`config.mk`:
```
export PLATFORM = sky130hd
export DESIGN_NAME = cobs_crc_frame_decoder
export DESIGN_NICKNAME = d
export VERILOG_FILES = /design/src/rtl/ccfd_pkg.sv /design/src/rtl/cobs_crc_frame_decoder.sv /design/src/rtl/ccfd_core.sv
export SDC_FILE = /design/constraint.sdc
export NUM_CORES = 1
export LEC_CHECK = 0
export ABC_AREA = 1
export BUFFER_PORTS_ARGS = -buffer_cell sky130_fd_sc_hd__buf_2
export CORE_ASPECT_RATIO = 1.4
export CORE_UTILIZATION = 39
export DETAILED_ROUTE_END_ITERATION = 8
export PLACE_DENSITY = 0.67
export SLEW_MARGIN = 0
export SYNTH_ARGS = -nofsm -noshare
export SYNTH_HDL_FRONTEND = slang
export SYNTH_SLANG_ARGS = --single-unit
```
`constraint.sdc`:
```
create_clock -name clock -period 5.78 [get_ports clock]
set_clock_uncertainty 0.2 [all_clocks]
set_input_delay 0.578 -clock clock [delete_from_list [all_inputs] [get_ports clock]]
set_output_delay 0.578 -clock clock [all_outputs]
set_load 0.02 [all_outputs]
```
`src/rtl/ccfd_pkg.sv`:
```
`timescale 1ns / 1ps

package ccfd_pkg;

   localparam int BYTE_WIDTH = 8;
   localparam int CFG_WIDTH = 16;
   localparam int PAYLOAD_LEN_WIDTH = 16;
   localparam int CRC_WIDTH = 32;

   localparam logic [CRC_WIDTH-1:0] CRC_POLY = 32'hEDB8_8320;
   localparam logic [CRC_WIDTH-1:0] CRC_INIT = 32'hFFFF_FFFF;
   localparam logic [BYTE_WIDTH-1:0] NO_ZERO_CODE = 8'hFF;
   localparam logic [BYTE_WIDTH-1:0] DELIMITER = 8'h00;
   localparam logic [CFG_WIDTH-1:0] MAX_LEN_RESET = 16'(2048 - 1);
   localparam int CRC_BYTES = 4;

   typedef enum logic [2:0] {
      KIND_DATA     = 3'd0,
      KIND_GOOD     = 3'd1,
      KIND_CRC_BAD  = 3'd2,
      KIND_GARBAGE  = 3'd3,
      KIND_OVERFLOW = 3'd4,
      KIND_EMPTY    = 3'd5
   } kind_type;

   typedef struct packed {
      kind_type                       kind;
      logic [BYTE_WIDTH-1:0]          out_byte;
      logic [PAYLOAD_LEN_WIDTH-1:0]   payload_len;
   } result_type;

   // Reflected CRC-32, one byte, unrolled over its eight bits.
   function automatic logic [CRC_WIDTH-1:0] crc32_byte(input logic [CRC_WIDTH-1:0] crc,
                                                       input logic [BYTE_WIDTH-1:0] data);
      logic [CRC_WIDTH-1:0] c;
      c = crc ^ {{(CRC_WIDTH-BYTE_WIDTH){1'b0}}, data};
      for (int i = 0; i < BYTE_WIDTH; i++) begin
         c = (c >> 1) ^ (CRC_POLY & {CRC_WIDTH{c[0]}});
      end
      return c;
   endfunction

endpackage

```
`src/rtl/cobs_crc_frame_decoder.sv`:
```
`timescale 1ns / 1ps

// COBS frame decoder with CRC-32 check.
// req_ channel: one raw link byte per transfer (req_in_byte). Delimiter is 0x00.
// rsp_ channel: zero or one result per input byte. rsp_kind tells data byte,
//   frame good, crc bad, garbage abort, overflow abort or empty frame;
//   rsp_out_byte carries data bytes, rsp_payload_len the frame length less
//   the four CRC bytes at frame end.
// csr_ port: csr_wr_en writes csr_wr_data as the decoded length limit; write
//   only while no bytes are in flight.
// Path: a byte taken into the input register is decoded by ccfd_core and
//   loaded into the result register once that register is free; its result
//   is offered from the result register.
// Throughput: one byte per cycle while the receiver does not stall; the path
//   that sets the clock is the one-byte CRC-32 update plus the length compare in ccfd_core.
// Reset clears the frame state (no frame open, CRC all ones), sets the
//   limit to 2047 and drops anything held in the registers.
// When the receiver stalls, the result register holds and the input register
//   keeps its byte; req_stall rises only while both are occupied, so one
//   more byte is taken during a stall.
module cobs_crc_frame_decoder #(
   parameter int LEN_BITS = 16
) (
   input  logic                                      clock,
   input  logic                                      reset,
   input  logic                                      req_valid,
   output logic                                      req_stall,
   input  logic [ccfd_pkg::BYTE_WIDTH-1:0]           req_in_byte,
   output logic                                      rsp_valid,
   input  logic                                      rsp_stall,
   output logic [2:0]                                rsp_kind,
   output logic [ccfd_pkg::BYTE_WIDTH-1:0]           rsp_out_byte,
   output logic [ccfd_pkg::PAYLOAD_LEN_WIDTH-1:0]    rsp_payload_len,
   input  logic                                      csr_wr_en,
   input  logic [ccfd_pkg::CFG_WIDTH-1:0]            csr_wr_data
);
   import ccfd_pkg::*;

   logic                  in_valid_ff;
   logic [BYTE_WIDTH-1:0] in_byte_ff;
   logic [CFG_WIDTH-1:0]  max_len_ff;
   logic                  rsp_valid_ff;
   result_type            rsp_ff;

   logic                  out_free;
   logic                  fire;
   logic                  res_valid;
   result_type            res;

   // result register can take a new value when empty or being drained
   assign out_free  = !rsp_valid_ff || !rsp_stall;
   assign fire      = in_valid_ff && out_free;
   assign req_stall = in_valid_ff && !out_free;

   always_ff @(posedge clock) begin
      if (reset) begin
         in_valid_ff <= 1'b0;
      end else if (!req_stall) begin
         in_valid_ff <= req_valid;
      end
   end

   always_ff @(posedge clock) begin
      if (!req_stall) begin
         in_byte_ff <= req_in_byte;
      end
   end

   always_ff @(posedge clock) begin
      if (reset) begin
         max_len_ff <= MAX_LEN_RESET;
      end else if (csr_wr_en) begin
         max_len_ff <= csr_wr_data;
      end
   end

   ccfd_core #(
      .LEN_BITS (LEN_BITS)
   ) u_core (
      .clock     (clock),
      .reset     (reset),
      .fire      (fire),
      .in_byte   (in_byte_ff),
      .max_len   (max_len_ff),
      .res_valid (res_valid),
      .res       (res)
   );

   always_ff @(posedge clock) begin
      if (reset) begin
         rsp_valid_ff <= 1'b0;
      end else if (out_free) begin
         rsp_valid_ff <= fire && res_valid;
      end
   end

   always_ff @(posedge clock) begin
      if (out_free) begin
         rsp_ff <= res;
      end
   end

   assign rsp_valid       = rsp_valid_ff;
   assign rsp_kind        = rsp_ff.kind;
   assign rsp_out_byte    = rsp_ff.out_byte;
   assign rsp_payload_len = rsp_ff.payload_len;

endmodule

```
`src/rtl/ccfd_core.sv`:
```
`timescale 1ns / 1ps

module ccfd_core #(
   parameter int LEN_BITS = 16
) (
   input  logic                                clock,
   input  logic                                reset,
   input  logic                                fire,
   input  logic [ccfd_pkg::BYTE_WIDTH-1:0]     in_byte,
   input  logic [ccfd_pkg::CFG_WIDTH-1:0]      max_len,
   output logic                                res_valid,
   output ccfd_pkg::result_type                res
);
   import ccfd_pkg::*;

   localparam int LIM_W = (LEN_BITS > CFG_WIDTH) ? LEN_BITS : CFG_WIDTH;
   localparam logic [LIM_W-1:0] LEN_MAX = LIM_W'({LEN_BITS{1'b1}});
   localparam logic [LIM_W-1:0] OUT_MAX = LIM_W'({PAYLOAD_LEN_WIDTH{1'b1}});

   logic [BYTE_WIDTH-1:0] last_code_ff, last_code_in;
   logic [BYTE_WIDTH-1:0] block_left_ff, block_left_in;
   logic [LEN_BITS-1:0]   count_ff, count_in;
   logic [CRC_WIDTH-1:0]  crc_ff, crc_in;

   logic [LIM_W-1:0]      limit;
   logic [LIM_W-1:0]      cfg_ext;
   logic [LIM_W-1:0]      count_ext;
   logic [LIM_W-1:0]      len_diff;
   logic                  overflow;
   logic                  byte_zero;
   // frame state as seen after a possible overflow reset
   logic [BYTE_WIDTH-1:0] lc;
   logic [BYTE_WIDTH-1:0] bl;
   logic [LEN_BITS-1:0]   cnt;
   logic [CRC_WIDTH-1:0]  crc;
   logic [BYTE_WIDTH-1:0] crc_data;
   logic [CRC_WIDTH-1:0]  crc_upd;
   logic [LEN_BITS-1:0]   cnt_inc;

   always_ff @(posedge clock) begin
      if (reset) begin
         last_code_ff  <= NO_ZERO_CODE;
         block_left_ff <= '0;
         count_ff      <= '0;
         crc_ff        <= CRC_INIT;
      end else begin
         last_code_ff  <= last_code_in;
         block_left_ff <= block_left_in;
         count_ff      <= count_in;
         crc_ff        <= crc_in;
      end
   end

   always_comb begin
      cfg_ext   = LIM_W'(max_len);
      limit     = (cfg_ext > LEN_MAX) ? LEN_MAX : cfg_ext;
      count_ext = LIM_W'(count_ff);
      byte_zero = (in_byte == DELIMITER);
      overflow  = (count_ext >= limit) && !byte_zero;

      lc  = overflow ? NO_ZERO_CODE : last_code_ff;
      bl  = overflow ? '0 : block_left_ff;
      cnt = overflow ? '0 : count_ff;
      crc = overflow ? CRC_INIT : crc_ff;

      crc_data = (bl != '0) ? in_byte : DELIMITER;
      crc_upd  = crc32_byte(crc, crc_data);
      cnt_inc  = (cnt != {LEN_BITS{1'b1}}) ? cnt + 1'b1 : cnt;

      len_diff = (count_ext >= LIM_W'(CRC_BYTES)) ? count_ext - LIM_W'(CRC_BYTES) : '0;
      if (len_diff > OUT_MAX) begin
         len_diff = OUT_MAX;
      end

      last_code_in  = last_code_ff;
      block_left_in = block_left_ff;
      count_in      = count_ff;
      crc_in        = crc_ff;
      res_valid     = 1'b0;
      res.kind        = KIND_DATA;
      res.out_byte    = '0;
      res.payload_len = '0;

      if (fire) begin
         last_code_in  = lc;
         block_left_in = bl;
         count_in      = cnt;
         crc_in        = crc;
         if (overflow) begin
            res_valid = 1'b1;
            res.kind  = KIND_OVERFLOW;
         end

         if (bl != '0) begin
            if (byte_zero) begin
               last_code_in  = NO_ZERO_CODE;
               block_left_in = '0;
               count_in      = '0;
               crc_in        = CRC_INIT;
               res_valid     = 1'b1;
               res.kind      = KIND_GARBAGE;
            end else begin
               crc_in        = crc_upd;
               count_in      = cnt_inc;
               block_left_in = bl - 1'b1;
               res_valid     = 1'b1;
               res.kind      = KIND_DATA;
               res.out_byte  = in_byte;
            end
         end else if (byte_zero) begin
            // delimiter: close the frame
            res_valid = 1'b1;
            if (count_ff == '0 && last_code_ff == NO_ZERO_CODE) begin
               res.kind = KIND_EMPTY;
            end else begin
               res.payload_len = PAYLOAD_LEN_WIDTH'(len_diff);
               if (count_ext < LIM_W'(CRC_BYTES) || crc_ff != '0) begin
                  res.kind = KIND_CRC_BAD;
               end else begin
                  res.kind = KIND_GOOD;
               end
            end
            last_code_in  = NO_ZERO_CODE;
            block_left_in = '0;
            count_in      = '0;
            crc_in        = CRC_INIT;
         end else begin
            // new block code; the implied zero of the previous block, if it has one, goes out now
            if (lc != NO_ZERO_CODE) begin
               crc_in       = crc_upd;
               count_in     = cnt_inc;
               res_valid    = 1'b1;
               res.kind     = KIND_DATA;
               res.out_byte = DELIMITER;
            end
            last_code_in  = in_byte;
            block_left_in = in_byte - 1'b1;
         end
      end
   end

endmodule

```
# After elaboration in Yosys (flattened, before gate mapping)
# Cells that the tools add are included.
dict set report word_totals {
  regBits 117
  input_bits 29
  out_inout_bits 29
  word_cells 87
}
dict set report op_classes {
  n_addsub 4
  magnitude_cmp 5
  eq_ne 3
  n_mux 37
  n_bitwise 11
  n_reduce_logical 16
}
# operator n
set op_table {}
lappend op_table {{$xor A31 B32 Y32} 8}
lappend op_table {{$mux W32} 5}
lappend op_table {{$mux W16} 9}
lappend op_table {{$mux W8} 11}
lappend op_table {{$gt A16 B16 Y1 const B} 2}
lappend op_table {{$reduce_bool A32 Y1} 1}
lappend op_table {{$xor A32 B8 Y32} 1}
lappend op_table {{$mux W11} 2}
lappend op_table {{$add A16 B1 Y16 const B} 1}
lappend op_table {{$ge A16 B16 Y1} 1}
lappend op_table {{$ge A16 B3 Y1 const B} 1}
lappend op_table {{$logic_not A16 Y1} 1}
lappend op_table {{$lt A16 B3 Y1 const B} 1}
lappend op_table {{$ne A16 B16 Y1 const B} 1}
lappend op_table {{$sub A16 B3 Y16 const B} 1}
lappend op_table {{$sub A8 B1 Y8 const B} 2}
lappend op_table {{$mux W3} 3}
lappend op_table {{$eq A8 B8 Y1 const B} 1}
lappend op_table {{$logic_not A8 Y1} 1}
lappend op_table {{$ne A8 B8 Y1 const B} 1}
lappend op_table {{$reduce_bool A8 Y1} 1}
lappend op_table {{$logic_and A1 B1 Y1} 5}
lappend op_table {{$mux W1} 5}
lappend op_table {{$logic_not A1 Y1} 4}
lappend op_table {{other kinds (4)} 7}

# Longest topological paths before layout
# Gate-level depths: netlist (run 1).
dict set report logic_depth {
  word_depth 19
  mapped_depth 31
  mapped_depth_nobuf 30
}

# Modules after synthesis
# From an unflattened synthesis (run 1), not the netlist that was laid out.
dict set report hier_totals {
  hier_cells 1057
  hier_area_um2 7656.1
}
# mod n_inst cells_per_inst area_each_um2
set modules_own_cells {}
lappend modules_own_cells {ccfd_core 1 942 5974.5}
lappend modules_own_cells {cobs_crc_frame_decoder 1 115 1681.6}

# Least setup slack after synthesis (run 1)
# No wires, ideal clock.
dict set report synth_path {
  path_kind {register to register}
  from {register u_core.count_ff[6] (netlist: u_core.count_ext[6])}
  to {register u_core.count_ff[5] (netlist: u_core.count_ext[5])}
  arrival_time_ps 3331
  slack_ps 2179
  path_stages_with_launch 29
  path_buffers 4
  synth_period_minus_slack_ps 3601
  cell_sequence {dfxtp_1 ha_1 nand2_1 inv_2 nand2_1 nand2_1 nor2_1 nand2_1 nand2_1 nand2_2 nand2_4 inv_2 buf_6 clkbuf_1 buf_2 buf_2 nor2_1 ha_1 nand4_1 nor2_2 nand4_2 nor2_4 nand2_4 nand2_4 nor2_2 nand2_1 xor2_1 nand2_1 a21oi_1}
}
dict set report synth_via {
  elab_chain_len 8
}
# element line_no
set synth_rtl {}
lappend synth_rtl {{start, declared} ccfd_core.sv:22} ;# logic [LEN_BITS-1:0] count_ff, count_in;
lappend synth_rtl {{start signal, assigned} ccfd_core.sv:49} ;# count_ff <= count_in;
lappend synth_rtl {{$ge A16 B16 Y1} ccfd_core.sv:59} ;# overflow = (count_ext >= limit) && !byte_zero;
lappend synth_rtl {{$logic_and A1 B1 Y1} ccfd_core.sv:59}
lappend synth_rtl {{$mux W16} ccfd_core.sv:63} ;# cnt = overflow ? '0 : count_ff;
lappend synth_rtl {{$add A16 B1 Y16 / $ne A16 B16 Y1 (equally long branches)} ccfd_core.sv:68} ;# cnt_inc = (cnt != {LEN_BITS{1'b1}}) ? cnt + 1'b1 : cnt;
lappend synth_rtl {{$mux W16} ccfd_core.sv:68}
lappend synth_rtl {{$mux W16} ccfd_core.sv:129} ;# if (lc != NO_ZERO_CODE) begin
lappend synth_rtl {{$mux W16} ccfd_core.sv:110} ;# end else if (byte_zero) begin
lappend synth_rtl {{$mux W16 *} ccfd_core.sv:94} ;# if (bl != '0) begin
# Mark *: on every way between the ends. The rest lies on a longest branch, timed or not.
# A chain may end at the register's enable or synchronous reset.

# Worst setup path after layout (run 1)
dict set report layout_path {
  from {register u_core.count_ff[5] (netlist: u_core.count_ext[5])}
  to {register u_core.count_ff[11] (netlist: u_core.count_ext[11])}
}
# The elaborated chain is that of the path after synthesis.

==> results.md, run 1 <==
Critical path:
- The arrival time at the worst endpoint is 4.37 ns.
- The family with the most delay on the worst path is simple AND/OR/NAND/NOR gates.
- The most common cell type on the critical path is sky130_fd_sc_hd__nand2_1.
- The worst setup path is captured at a flop.
- The master of the slowest instance on the critical path is sky130_fd_sc_hd__dfxtp_1.
- The largest single stage delay on the critical path is 0.52 ns.
- The signal on the critical path passes through ha_1 -> nand2_1 -> inv_1 -> nand2_1 -> nor2_1 -> nor2_1 -> nand2_1 -> nand2_1 -> nand2_2 -> nand2_4 -> inv_2 -> nor2_4 -> ha_1 -> nand4_1 -> nor2_2 -> nand4_2 -> nor2_4 -> nand2_4 -> nand4_1 -> inv_1 -> nand2_1 -> o21ai_0 -> nand3_1 -> a21oi_1.
- In this run the worst path has a maximum fanout of 51.
- The count of buffering cells on the critical path with inverters included is 3.
- The worst setup path is launched from a flop.
- Data on the critical path is required at its endpoint by 5.87 ns.
- The critical path in this run is classified as reg2reg.

Detailed routing:
- Using the TritonRoute via totals, the vias-per-cell ratio works out to 5.32.
- The per-cell routed wire length is 15.7 um.
- The number of vias in the routed layout is 7442.
- For this block, the initial DRC count from the detailed router was 683.
- The first detailed-routing pass ran for 7 iterations.
- The final wirelength is 21900 um.
- The DRC violation count after routing is 0.
- The count of nets left with antenna violations after detail routing is 0.

CTS:
- After clock tree synthesis, the repair step resized 0 gates.
- The CTS H-tree depth is 4.
- Post-CTS timing repair inserted 0 buffers for setup.
- The tree is rooted in a sky130_fd_sc_hd__clkbuf_16.
- The number of buffers between clock root and the deepest sink is 2.
- The clock transition at the registers of the reported paths is 0.06 ns.
- The clock net sink count is 117.
- The CTS tree is done.
- Buffers inserted to repair hold after CTS numbered 0.
- Counting the buffers created by CTS gives 17.
- For the worst-skew pair, the clock arrives at the later sink with an insertion delay of 0.43 ns.

Power:
- The final total power is 3.20 mW.
- Of the total power, the share spent switching nets is 0.390.
- The static power due to leakage is 4.07 nW.
- Of the total power, registers draw 0.301.
- Of the total power, combinational logic draws 0.355.
- Dividing total power by cell area gives a power density of 366 nW/um^2.
- The internal power of the cells totals 1.95 mW.
- The share of total power dissipated in the clock network is 0.344.
- IR analysis of the VDD net gives a maximum drop of 0.000223 V.
- The analysis attributes to net switching a power of 1.25 mW.

Global route:
- The first-pass GRT wire length is 35100 um.
- The initial antenna violation count is 0.
- The number of global-route vias before repair is 7007.
- In the global route stage, overall resource usage came out at 0.223.
- The maximum number of pins on one net before global-route repair is 52.
- The remaining global-route overflow is 0.

STA:
- After routing, the total negative slack on setup checks comes to 0 ns.
- The total setup violations reported at the end of the flow is 0.
- Headroom to the max-slew limit came out at 0.316.
- Setup repair after global routing left no endpoint under its margin.
- The max-slew violation total from the final report came to 0.
- The count of endpoints failing hold in the final timing report was 0.
- The actual transition at the worst max-transition pin is 1.03 ns.
- Timing would allow up to 0.234 GHz.
- The final period utilization is 0.741.
- Subtracting the final worst setup slack from the clock period gives 4.28 ns.

Place:
- The HPWL after detailed placement is 15400 um.
- During placement, the flow inserted port buffers numbering 57.
- The routability congestion estimate is 0.879.

Synth:
- The synthesized netlist occupies a cell area of 7680 um^2.
- The share of the synthesized area in the top cell type is 0.214.
- The flip-flop and latch count after synthesis is 117.
- For this run, the register share of the synthesized area comes to 0.351.
- The count of cell types in the netlist is 55.
- For this run, the number of Yosys warnings is 0.
- By area the synthesized netlist is led by sky130_fd_sc_hd__dfxtp_1 21%, sky130_fd_sc_hd__nand2_1 15%, sky130_fd_sc_hd__edfxtp_1 14%.
- The library cell with the largest summed area after synthesis is sky130_fd_sc_hd__dfxtp_1.
- The number of synthesized flops with an enable pin is 35.
- Of all flip-flops after synthesis, the portion carrying an async set or reset was 0.
- The mean cell area of the mapped netlist is 6.98 um^2.
- The synthesized instance count is 1100.
- The prevailing post-synth register cell is sky130_fd_sc_hd__dfxtp_1.
- When the netlist entered floorplanning its net count stood at 1151.

Die:
- 58 I/O pins were placed.
- The cell row count is 60.
- In this run the horizontal extent of the chip is 121 um.
- For this configuration, the core starts out at a cell density of 0.399.
- The core footprint is 19200 um^2.
- Measured along the y axis, the die boundary spans 168 um.
- The full die area is 20300 um^2.

Final layout:
- The count of inserted antenna diode cells is 0.
- Summing all multi-input logic gate instances after layout gives 4390 um^2.
- The library cells used most frequently in the layout, excluding fill and tap cells, are 306 x sky130_fd_sc_hd__nand2_1, 100 x sky130_fd_sc_hd__nor2_1, 96 x sky130_fd_sc_hd__inv_1.
- From synthesis to final layout, the design area changed by 13.6%.
- The final layout contains 1188 nets.
- The layout has 1962 filler cells.
- The share of layout cells above drive strength 1 is 0.141.
- The footprint of the flip-flops and latches is 2690 um^2.
- The most common cell after layout, fill and taps aside is sky130_fd_sc_hd__nand2_1.

Outcome:
- The flow ran to the end, and the final reports show no timing, DRC or antenna violations.

Min path:
- The worst hold path belongs to the class in2reg.

Job:
- Max-cap violations in this run came to 0.
cell usage after synthesis (18+ instances only):
cell type,n
sky130_fd_sc_hd__nand2_1,306
sky130_fd_sc_hd__nor2_1,102
sky130_fd_sc_hd__inv_1,96
sky130_fd_sc_hd__a21oi_1,92
sky130_fd_sc_hd__dfxtp_1,82
sky130_fd_sc_hd__nand3_1,71
sky130_fd_sc_hd__o21ai_0,58
sky130_fd_sc_hd__edfxtp_1,35
sky130_fd_sc_hd__xor2_1,35
sky130_fd_sc_hd__clkbuf_1,33
sky130_fd_sc_hd__ha_1,22
sky130_fd_sc_hd__nand2_2,20
sky130_fd_sc_hd__o211ai_1,18
worst reg2reg max path, stage by stage (launching register included):
cell,delay [ns]
sky130_fd_sc_hd__dfxtp_1,0.52
sky130_fd_sc_hd__ha_1,0.32
sky130_fd_sc_hd__nand2_1,0.08
sky130_fd_sc_hd__inv_1,0.05
sky130_fd_sc_hd__nand2_1,0.08
sky130_fd_sc_hd__nor2_1,0.05
sky130_fd_sc_hd__nor2_1,0.08
sky130_fd_sc_hd__nand2_1,0.09
sky130_fd_sc_hd__nand2_1,0.08
sky130_fd_sc_hd__nand2_2,0.07
sky130_fd_sc_hd__nand2_4,0.24
sky130_fd_sc_hd__inv_2,0.43
sky130_fd_sc_hd__nor2_4,0.30
sky130_fd_sc_hd__ha_1,0.21
sky130_fd_sc_hd__nand4_1,0.12
sky130_fd_sc_hd__nor2_2,0.21
sky130_fd_sc_hd__nand4_2,0.17
sky130_fd_sc_hd__nor2_4,0.17
sky130_fd_sc_hd__nand2_4,0.10
sky130_fd_sc_hd__nand4_1,0.18
sky130_fd_sc_hd__inv_1,0.08
sky130_fd_sc_hd__nand2_1,0.05
sky130_fd_sc_hd__o21ai_0,0.07
sky130_fd_sc_hd__nand3_1,0.11
sky130_fd_sc_hd__a21oi_1,0.06
metal layers:
metal | routed length [um] | vias to the layer above | GRT usage
met1 | 8590 | 3421 | 0.241
met3 | 954 | 56 | 0.0342
met2 | 11500 | 260 | 0.415
met4 | 851 | 0 | 0.111
met5 | 0 | - | 0
li1 | - | 3705 | -
flip-flops by register name (all words and copies together), names as in the netlist:
signal                flops
u_core.block_left_ff      8
rsp_kind                  3
max_len_ff               16
in_valid_ff               1
u_core.crc_ff            32
rsp_out_byte              8
u_core.last_code_ff       8
in_byte_ff                8
u_core.count_ext         16
rsp_valid                 1
rsp_payload_len          16
cell type report:
| type | instances | area share |
|---|---|---|
| multi-input combinational | 834 | 0.503 |
| clock buffer | 18 | 0.0492 |
| timing repair buffer | 64 | 0.0387 |
| inverter | 103 | 0.0446 |
| clock inverter | 14 | 0.0204 |
| tap | 248 | 0.0356 |
| sequential | 117 | 0.309 |
power groups by stage:
stage          Combinational [mW]  Clock [mW]  Sequential, mW
2_1_floorplan               0.850           0           0.982
3_3_place_gp                 1.10           0           0.978
3_5_place_dp                 1.11           0           0.979
4_1_cts                      1.11        1.11           0.962
5_1_grt                      1.25        1.14           0.970
6_report                     1.14        1.10           0.963
path summary, 6_finish.rpt:
path	endpoint	slack (ns)	from	cells after the start
setup / recovery	u_core.count_ext[11]	1.50	u_core.count_ext[5]	24
hold / removal	in_byte_ff[7]	0.13	req_in_byte[7]	1
setup reg to reg	u_core.count_ext[11]	1.50	u_core.count_ext[5]	24
hold reg to reg	rsp_valid	0.27	in_valid_ff	2
stage by stage:
step           instance area [um^2]  setup slack (ns)  utilization  std cells  hold slack (ns)
2_1_floorplan                  7680              2.18            -       1100            0.235
3_3_place_gp                   8120              1.71        0.422       1366            0.248
3_5_place_dp                   8120              1.63        0.422       1366            0.255
4_1_cts                        8720              1.55        0.454       1398            0.120
5_1_grt                        8720              1.10        0.454       1398            0.118
6_report                       8720              1.50        0.454       1398            0.127
logic make-up (layout without fill, tap and decap cells):
group | Yosys count | count (layout) | share of synthesized area
buf+inv | 149 | 199 | 0.0787
compound gates | 188 | 188 | 0.135
fa+ha+maj | 22 | 22 | 0.0359
flops | 117 | 117 | 0.351
simple gates | 579 | 579 | 0.342
xor+xnor | 45 | 45 | 0.0582
Note: power is estimated with default switching activity, not from simulation.
==> inputs of run 2 (changes only) <==
--- a/config.mk
+++ b/config.mk
@@ -10,7 +10,7 @@
 export CORE_ASPECT_RATIO = 1.4
 export CORE_UTILIZATION = 39
 export DETAILED_ROUTE_END_ITERATION = 8
-export PLACE_DENSITY = 0.67
+export PLACE_DENSITY = 0.69
 export SLEW_MARGIN = 0
 export SYNTH_ARGS = -nofsm -noshare
 export SYNTH_HDL_FRONTEND = slang
==> constraint.sdc (replaced) <==
create_clock -name clock -period 3.7 [get_ports clock]
set_clock_uncertainty 0.2 [all_clocks]
set_input_delay 0.37 -clock clock [delete_from_list [all_inputs] [get_ports clock]]
set_output_delay 0.37 -clock clock [all_outputs]
set_load 0.02 [all_outputs]
==> run 2 against run 1 <==
Maximum frequency up 22%. Worst hold slack got worse by 0.093 ns. Wire length up 3.2%. Utilization grew 2.9 points. Global-route usage up 1.0 points. Combinational power rose by 68%. Setup slack got worse by 1.3 ns. Via count is 2.6% higher. Flip-flop and latch count is the same. Sequential power up 56%. Die area is the same. Largest power group unchanged.
==> results.md, run 2 (same netlist as run 1, synthesis figures left out) <==
Final layout:
- The register with the most flip-flops is u_core.crc_ff (unchanged).
- Top library cells by usage in the layout, fill and taps aside: 301 x sky130_fd_sc_hd__nand2_1, 100 x sky130_fd_sc_hd__nor2_1, 96 x sky130_fd_sc_hd__inv_1 (was 306 x sky130_fd_sc_hd__nand2_1, 100 x sky130_fd_sc_hd__nor2_1, 96 x sky130_fd_sc_hd__inv_1).
- The number of non-filler instances in the completed layout is 1455 (was 1398).
- The count of inserted antenna diode cells is 0 (unchanged).
- The total number of nets in the final design was 1245 (was 1188).
- The final instance area is 9290 um^2 (was 8720 um^2).
- The number of flip-flops in the largest register was 32 (unchanged).
- The share of layout cells above drive strength 1 is 0.174 (was 0.141).
- The synthesis-to-finish area growth came to 21.0% (was 13.6%).
- The fraction of the core area covered by cells at the end of the flow is 0.483 (was 0.454).
- The most common cell after layout, fill and taps aside is sky130_fd_sc_hd__nand2_1 (unchanged).

Critical path:
- Sequence of cells on the critical path: inv_1 -> ha_1 -> a21oi_1 -> o21ai_0 -> a21oi_1 -> nand2_2 -> nand2_4 -> nand2_1 -> ha_2 -> nand2_4 -> inv_4 -> nand2_8 -> nand2_2 -> xor2_4 -> nand2_1 -> nand3_1 -> nand2_1 -> nand2_1 -> nand2_1 -> nand2_1 -> nand2_1 -> nand2_1 -> nand2_1 (was ha_1 -> nand2_1 -> inv_1 -> nand2_1 -> nor2_1 -> nor2_1 -> nand2_1 -> nand2_1 -> nand2_2 -> nand2_4 -> inv_2 -> nor2_4 -> ha_1 -> nand4_1 -> nor2_2 -> nand4_2 -> nor2_4 -> nand2_4 -> nand4_1 -> inv_1 -> nand2_1 -> o21ai_0 -> nand3_1 -> a21oi_1).
- The count of buffering cells on the critical path with inverters included came to 2 (was 3).
- The worst endpoint required time is 3.82 ns (was 5.87 ns).
- The master of the slowest instance on the critical path is sky130_fd_sc_hd__ha_1 (was sky130_fd_sc_hd__dfxtp_1).
- The type of element capturing the critical path is a flop (unchanged).
- The arrival time at the worst endpoint is 3.62 ns (was 4.37 ns).
- The category of the most critical setup path is reg2reg (unchanged).
- The peak fanout along the critical path is 29 (was 51).
- The most common cell type on the critical path is sky130_fd_sc_hd__nand2_1 (unchanged).
- The family with the most delay on the worst path is simple AND/OR/NAND/NOR gates (unchanged).
- The worst stage delay on the critical path was 0.33 ns (was 0.52 ns).
- The kind of start point of the critical path is a flop (unchanged).

STA:
- RSZ-0062 raised after global routing: true (was false).
- The count of endpoints failing hold in the final timing report was 0 (unchanged).
- The actual transition at the worst max-transition pin was 0.589 ns (was 1.03 ns).
- The final period utilization was 0.946 (was 0.741).
- The max-slew violation total from the final report is 0 (unchanged).
- The final critical-path required period is 3.50 ns (was 4.28 ns).
- The upper clock frequency limit is 0.286 GHz (was 0.234 GHz).
- The headroom to the max-slew limit is 0.603 (was 0.316).
- The total setup violations reported at the end of the flow is 0 (unchanged).

Job:
- The number of maximum-capacitance violations is 0 (unchanged).

Die:
- The full die area is 20300 um^2 (unchanged).
- The horizontal die dimension came to 121 um (unchanged).
- The starting density of the core is 0.399 (unchanged).
- The core footprint is 19200 um^2 (unchanged).
- The floorplan die height is 168 um (unchanged).
- The cell row count was 60 (unchanged).
- The number of ports placed on the die boundary is 58 (unchanged).

Detailed routing:
- The number of vias per cell after detailed routing was 5.25 (was 5.32).
- The count of nets left with antenna violations after detail routing is 0 (unchanged).
- The per-cell routed wire length came to 15.5 um (was 15.7 um).
- The DRC violation count after routing is 0 (unchanged).
- The final wirelength was 22600 um (was 21900 um).
- The iteration-0 DRC count of the detailed router is 599 (was 683).
- The number of vias in the routed layout is 7635 (was 7442).
- The first-pass iteration count of the detailed router came to 5 (was 7).

Global route:
- The fraction of met3 tracks used by global routing was 0.0396 (was 0.0342).
- The most heavily used metal layer in global routing is met2 (unchanged).
- The remaining global-route overflow is 0 (unchanged).
- The global router's overall resource usage is 0.233 (was 0.223).
- The maximum number of pins on one net before global-route repair came to 44 (was 52).
- The met2 capacity usage during global routing was 0.415 (about the same).
- The number of global-route vias before repair is 7231 (was 7007).
- The first-pass GRT wire length is 36700 um (was 35100 um).
- The met1 demand-to-capacity share in global routing was 0.258 (was 0.241).
- The initial antenna violation count is 0 (unchanged).

Power:
- The highest ir drop seen on vdd is 0.000371 V (was 0.000223 V).
- The total power density per cell area is 548 nW/um^2 (was 366 nW/um^2).
- The final total power is 5.09 mW (was 3.20 mW).
- The static power due to leakage is 4.36 nW (was 4.07 nW).

Place:
- The number of instances in the placed design is 1399 (was 1366).
- The routability congestion estimate is 0.960 (was 0.879).
- The HPWL after detailed placement is 16600 um (was 15400 um).
- The standard cell area after detailed placement came to 8360 um^2 (was 8120 um^2).
- The count of port buffers added during placement came to 57 (unchanged).

CTS:
- The insertion delay of the later-clocked pin in the worst-skew pair was 0.43 ns (about the same).
- The CTS tree is done (unchanged).
- The CTS root buffer was sky130_fd_sc_hd__clkbuf_16 (unchanged).
- The number of buffers between clock root and the deepest sink is 2 (unchanged).
- The clock net sink count is 117 (unchanged).
- The total CTS buffers is 17 (unchanged).
- The CTS H-tree depth is 4 (unchanged).
- The clock transition at the registers of the reported paths is 0.05 ns (was 0.06 ns).

Outcome:
- Outcome: finished, final reports clean (unchanged).

Min path:
- The path type of the worst min-delay path is in2reg (unchanged).
[run 2: where the power goes]
part	switching (mW)	total, mW	leakage (nW)	internal [mW]
clock network	0.604	1.67	0.296	1.07
logic	1.25	1.92	2.98	0.668
registers	0.0722	1.50	1.08	1.43
[run 2: worst paths after layout]
kind                                      start                end  slack (ns)  cells past startpoint
worst min register to register      in_valid_ff          rsp_valid        0.26                      2
worst max register to register   max_len_ff[11]  u_core.crc_ff[24]        0.20                     23
worst max-delay path             max_len_ff[11]  u_core.crc_ff[24]        0.20                     23
worst min-delay path            csr_wr_data[12]     max_len_ff[12]        0.03                      3
[run 2: layout make-up]
type	instances	area, um^2
fillers	1908	9930
multi-input cells	834	4460
flip-flops and latches	117	2700
repair buffers	121	816
clock buffers	27	578
inverters	103	392
well taps	248	310
clock inverters	5	30.0
[run 2: timing repair]
item / 4_1_cts / 5_1_grt
hold endpoints to repair: 20 / 0
resized for setup: 0 / 22
endpoints found under the setup margin: 0 / 27
hold buffers: 20 / 0
setup buffers: 0 / 4
[run 2: layer usage]
metal  vias to the layer above  wire length [um]
met3                        62               929
met1                      3529              9030
met2                       236             11700
met5                         -                 0
li1                       3808                 -
met4                         0               997
[run 2: through the flow]
step | hold WS, ns | worst slack [ns] | TNS [ns]
3_5_place_dp | 0.257 | 0.113 | 0
4_1_cts | 0.0207 | 0.00449 | 0
3_3_place_gp | 0.249 | 0.134 | 0
2_1_floorplan | 0.235 | 0.0986 | 0
6_report | 0.0347 | 0.200 | 0
5_1_grt | 0.0322 | -0.0198 | -0.0243
[run 2: worst min-delay path, cell delays in order]
cell	delay, ns
sky130_fd_sc_hd__buf_2	0.07
sky130_fd_sc_hd__o21ai_0	0.07
sky130_fd_sc_hd__a21oi_1	0.10
==> inputs of run 3 (changes only) <==
--- a/config.mk
+++ b/config.mk
@@ -10,7 +10,8 @@
 export CORE_ASPECT_RATIO = 1.4
 export CORE_UTILIZATION = 39
 export DETAILED_ROUTE_END_ITERATION = 8
-export PLACE_DENSITY = 0.69
+export PLACE_DENSITY = 0.67
+export SETUP_SLACK_MARGIN = 0.5
 export SLEW_MARGIN = 0
 export SYNTH_ARGS = -nofsm -noshare
 export SYNTH_HDL_FRONTEND = slang
==> constraint.sdc (replaced) <==
create_clock -name clock -period 3.38 [get_ports clock]
set_clock_uncertainty 0.2 [all_clocks]
set_input_delay 0.338 -clock clock [delete_from_list [all_inputs] [get_ports clock]]
set_output_delay 0.338 -clock clock [all_outputs]
set_load 0.02 [all_outputs]
==> run 3 against run 2 <==
The run now ends with setup timing left. Clock power is 17% higher. Critical path depth grew 4. Power grew 49%. Setup slack got worse by 0.26 ns. Clock-buffer cell count down 4. Cell area up 32%. Wire length is 26% higher. First-iteration DRC count rose by 3.3%. Largest cell class unchanged. Largest power group unchanged.
==> results.md, run 3 (same netlist as run 1, synthesis figures left out) <==
Detailed routing:
- The number of vias in the routed layout is 8621 (was 7635).
- The number of vias per cell after detailed routing is 5.48 (was 5.25).
- The DRC violation count after routing was 0 (unchanged).
- The iteration-0 DRC count of the detailed router is 619 (was 599).
- The final wirelength was 28400 um (was 22600 um).
- The per-cell routed wire length was 18.0 um (was 15.5 um).
- The count of nets left with antenna violations after detail routing is 0 (unchanged).
- The first-pass iteration count of the detailed router is 5 (unchanged).

Die:
- The cell row count is 60 (unchanged).
- The starting density of the core is 0.399 (unchanged).
- The horizontal die dimension came to 121 um (unchanged).
- The core footprint is 19200 um^2 (unchanged).
- The full die area is 20300 um^2 (unchanged).
- The number of ports placed on the die boundary is 58 (unchanged).
- The floorplan die height was 168 um (unchanged).

Final layout:
- The count of inserted antenna diode cells is 0 (unchanged).
- The share of layout cells above drive strength 1 is 0.422 (was 0.174).
- The footprint of the flip-flops and latches was 2710 um^2 (was 2700 um^2).
- The register with the most flip-flops is u_core.crc_ff (unchanged).
- The count of filler cells inserted in the layout is 1448 (was 1908).
- Top library cells by usage in the layout, fill and taps aside: 219 x sky130_fd_sc_hd__nand2_1, 98 x sky130_fd_sc_hd__buf_4, 84 x sky130_fd_sc_hd__inv_1 (was 301 x sky130_fd_sc_hd__nand2_1, 100 x sky130_fd_sc_hd__nor2_1, 96 x sky130_fd_sc_hd__inv_1).
- The multi-input gate area in the final layout is 6040 um^2 (was 4460 um^2).
- The most common cell after layout, fill and taps aside is sky130_fd_sc_hd__nand2_1 (unchanged).
- The synthesis-to-finish area growth came to 59.9% (was 21.0%).
- The total number of nets in the final design is 1364 (was 1245).
- The number of flip-flops in the largest register is 32 (unchanged).

Global route:
- The number of global-route vias before repair came to 8374 (was 7231).
- The initial antenna violation count is 0 (unchanged).
- The first-pass GRT wire length came to 41900 um (was 36700 um).
- The global router's overall resource usage is 0.266 (was 0.233).
- The maximum number of pins on one net before global-route repair is 44 (unchanged).
- The remaining global-route overflow is 0 (unchanged).

CTS:
- The clock net sink count was 117 (unchanged).
- The CTS tree is done (unchanged).
- The number of buffers between clock root and the deepest sink was 2 (unchanged).
- The total CTS buffers is 17 (unchanged).
- The clock transition at the registers of the reported paths is 0.06 ns (was 0.05 ns).
- The insertion delay of the later-clocked pin in the worst-skew pair is 0.43 ns (about the same).
- The CTS root buffer is sky130_fd_sc_hd__clkbuf_16 (unchanged).
- The CTS H-tree depth was 4 (unchanged).

STA:
- The final period utilization is 1.02 (was 0.946).
- The actual transition at the worst max-transition pin is 0.621 ns (was 0.589 ns).
- The max-slew violation total from the final report came to 0 (unchanged).
- The upper clock frequency limit was 0.291 GHz (was 0.286 GHz).
- The count of endpoints failing hold in the final timing report was 0 (unchanged).
- The post-layout worst setup margin is -0.0619 ns (was 0.200 ns).
- The final critical-path required period is 3.44 ns (was 3.50 ns).
- RSZ-0062 raised after global routing: true (unchanged).
- The headroom to the max-slew limit is 0.585 (was 0.603).
- The total setup violations reported at the end of the flow is 9 (was 0).

Power:
- The fraction of power consumed by combinational cells was 0.524 (was 0.377).
- The fraction of power spent switching nets is 0.396 (was 0.379).
- The total power density per cell area came to 617 nW/um^2 (was 548 nW/um^2).
- The sequential fraction of design power is 0.218 (was 0.294).
- The highest ir drop seen on vdd is 0.000399 V (was 0.000371 V).
- The final total power is 7.57 mW (was 5.09 mW).
- The internal power came to 4.57 mW (was 3.16 mW).
- The total net switching power was 3.00 mW (was 1.93 mW).
- The share of power burned in the clock network is 0.257 (was 0.328).
- The static power due to leakage is 5.50 nW (was 4.36 nW).

Place:
- The routability congestion estimate came to 0.976 (was 0.960).
- The pre-CTS setup slack is -0.0813 ns (was 0.113 ns).
- The count of port buffers added during placement was 57 (unchanged).
- The HPWL after detailed placement came to 17100 um (was 16600 um).

Critical path:
- The kind of start point of the critical path is a flop (unchanged).
- The category of the most critical setup path is reg2reg (unchanged).
- The arrival time at the worst endpoint is 3.53 ns (was 3.62 ns).
- The type of element capturing the critical path is a flop (unchanged).
- The peak fanout along the critical path came to 8 (was 29).
- The worst endpoint required time came to 3.47 ns (was 3.82 ns).

Outcome:
- The final reports fail on setup timing.
- Outcome: complete, but fails checks (was finished, final reports clean).

Job:
- The number of maximum-capacitance violations is 0 (unchanged).

Min path:
- The path type of the worst min-delay path is in2reg (unchanged).
==> run 3: critical path: stages, from the launching register on <==
cell and delay (ns):
sky130_fd_sc_hd__dfxtp_1 0.32, sky130_fd_sc_hd__inv_2 0.05, sky130_fd_sc_hd__ha_4 0.26, sky130_fd_sc_hd__nand4_1 0.12, sky130_fd_sc_hd__nor3_2 0.19, sky130_fd_sc_hd__buf_4 0.14, sky130_fd_sc_hd__nand2_4 0.05, sky130_fd_sc_hd__nand2_4 0.10
sky130_fd_sc_hd__nand2_8 0.09, sky130_fd_sc_hd__nand2_4 0.09, sky130_fd_sc_hd__ha_4 0.16, sky130_fd_sc_hd__nand2_4 0.07, sky130_fd_sc_hd__inv_6 0.10, sky130_fd_sc_hd__nand2_8 0.05, sky130_fd_sc_hd__buf_12 0.18, sky130_fd_sc_hd__buf_12 0.16
sky130_fd_sc_hd__nand2_8 0.07, sky130_fd_sc_hd__nand2_4 0.07, sky130_fd_sc_hd__nand2_8 0.10, sky130_fd_sc_hd__nand2_4 0.06, sky130_fd_sc_hd__nand2_4 0.12, sky130_fd_sc_hd__nand2_4 0.08, sky130_fd_sc_hd__nand2_4 0.11, sky130_fd_sc_hd__nand2_2 0.08
sky130_fd_sc_hd__nand3_2 0.07, sky130_fd_sc_hd__nand3_2 0.06, sky130_fd_sc_hd__nand2_1 0.08, sky130_fd_sc_hd__nand2_1 0.05
==> run 3: repair_timing <==
action | CTS | global route
setup endpoints to repair | 72 | 86
gates resized for setup | 189 | 167
endpoints found under the hold margin | 20 | 0
hold buffers | 20 | 0
buffers inserted | 35 | 17
cloned | 5 | 1
pin swaps | 83 | 74
==> run 3: area by class of cell <==
| class | count | share of cell area |
|---|---|---|
| Clock buffer | 23 | 0.0381 |
| Clock inverter | 9 | 0.0123 |
| Inverter | 103 | 0.0339 |
| Multi-Input combinational cell | 835 | 0.492 |
| Sequential cell | 117 | 0.221 |
| Tap cell | 248 | 0.0253 |
| Timing Repair Buffer | 239 | 0.177 |
==> run 3: per-layer routing <==
metal,vias to the layer above,global-route usage,wire [um],part of all wire
met1,4079,0.289,10600,0.37
li1,4043,-,-,-
met5,-,0,0,0
met4,0,0.160,1590,0.056
met2,378,0.477,14700,0.52
met3,121,0.0471,1480,0.052
==> run 3: worst paths after layout <==
kind                   start  slack [ns]                end  cells past startpoint
max            max_len_ff[8]       -0.06  u_core.crc_ff[29]                     27
min          csr_wr_data[12]       0.008     max_len_ff[12]                      3
max reg2reg    max_len_ff[8]       -0.06  u_core.crc_ff[29]                     27
min reg2reg   max_len_ff[12]        0.26     max_len_ff[12]                      2
==> run 3: power by group through the flow <==
stage | logic (mW) | clock network [mW] | registers [mW]
after floorplan | 1.66 | 0 | 1.68
after global placement | 2.49 | 0 | 1.66
after detailed placement | 2.50 | 0 | 1.67
after CTS | 3.33 | 1.96 | 1.64
after global routing | 4.18 | 2.02 | 1.66
final | 3.97 | 1.95 | 1.65
==> run 3: per-stage QoR <==
stage	cell area, um^2	instances	setup TNS, ns	utilization	hold WS (ns)
after CTS	11400	1556	0	0.594	0.0116
after global placement	9300	1464	-0.0417	0.484	0.253
final	12300	1574	-0.138	0.639	0.00788
after detailed placement	9300	1464	-0.404	0.484	0.257
after floorplan	8080	1100	-0.0870	-	0.235
after global routing	12300	1574	-3.97	0.639	0.0421
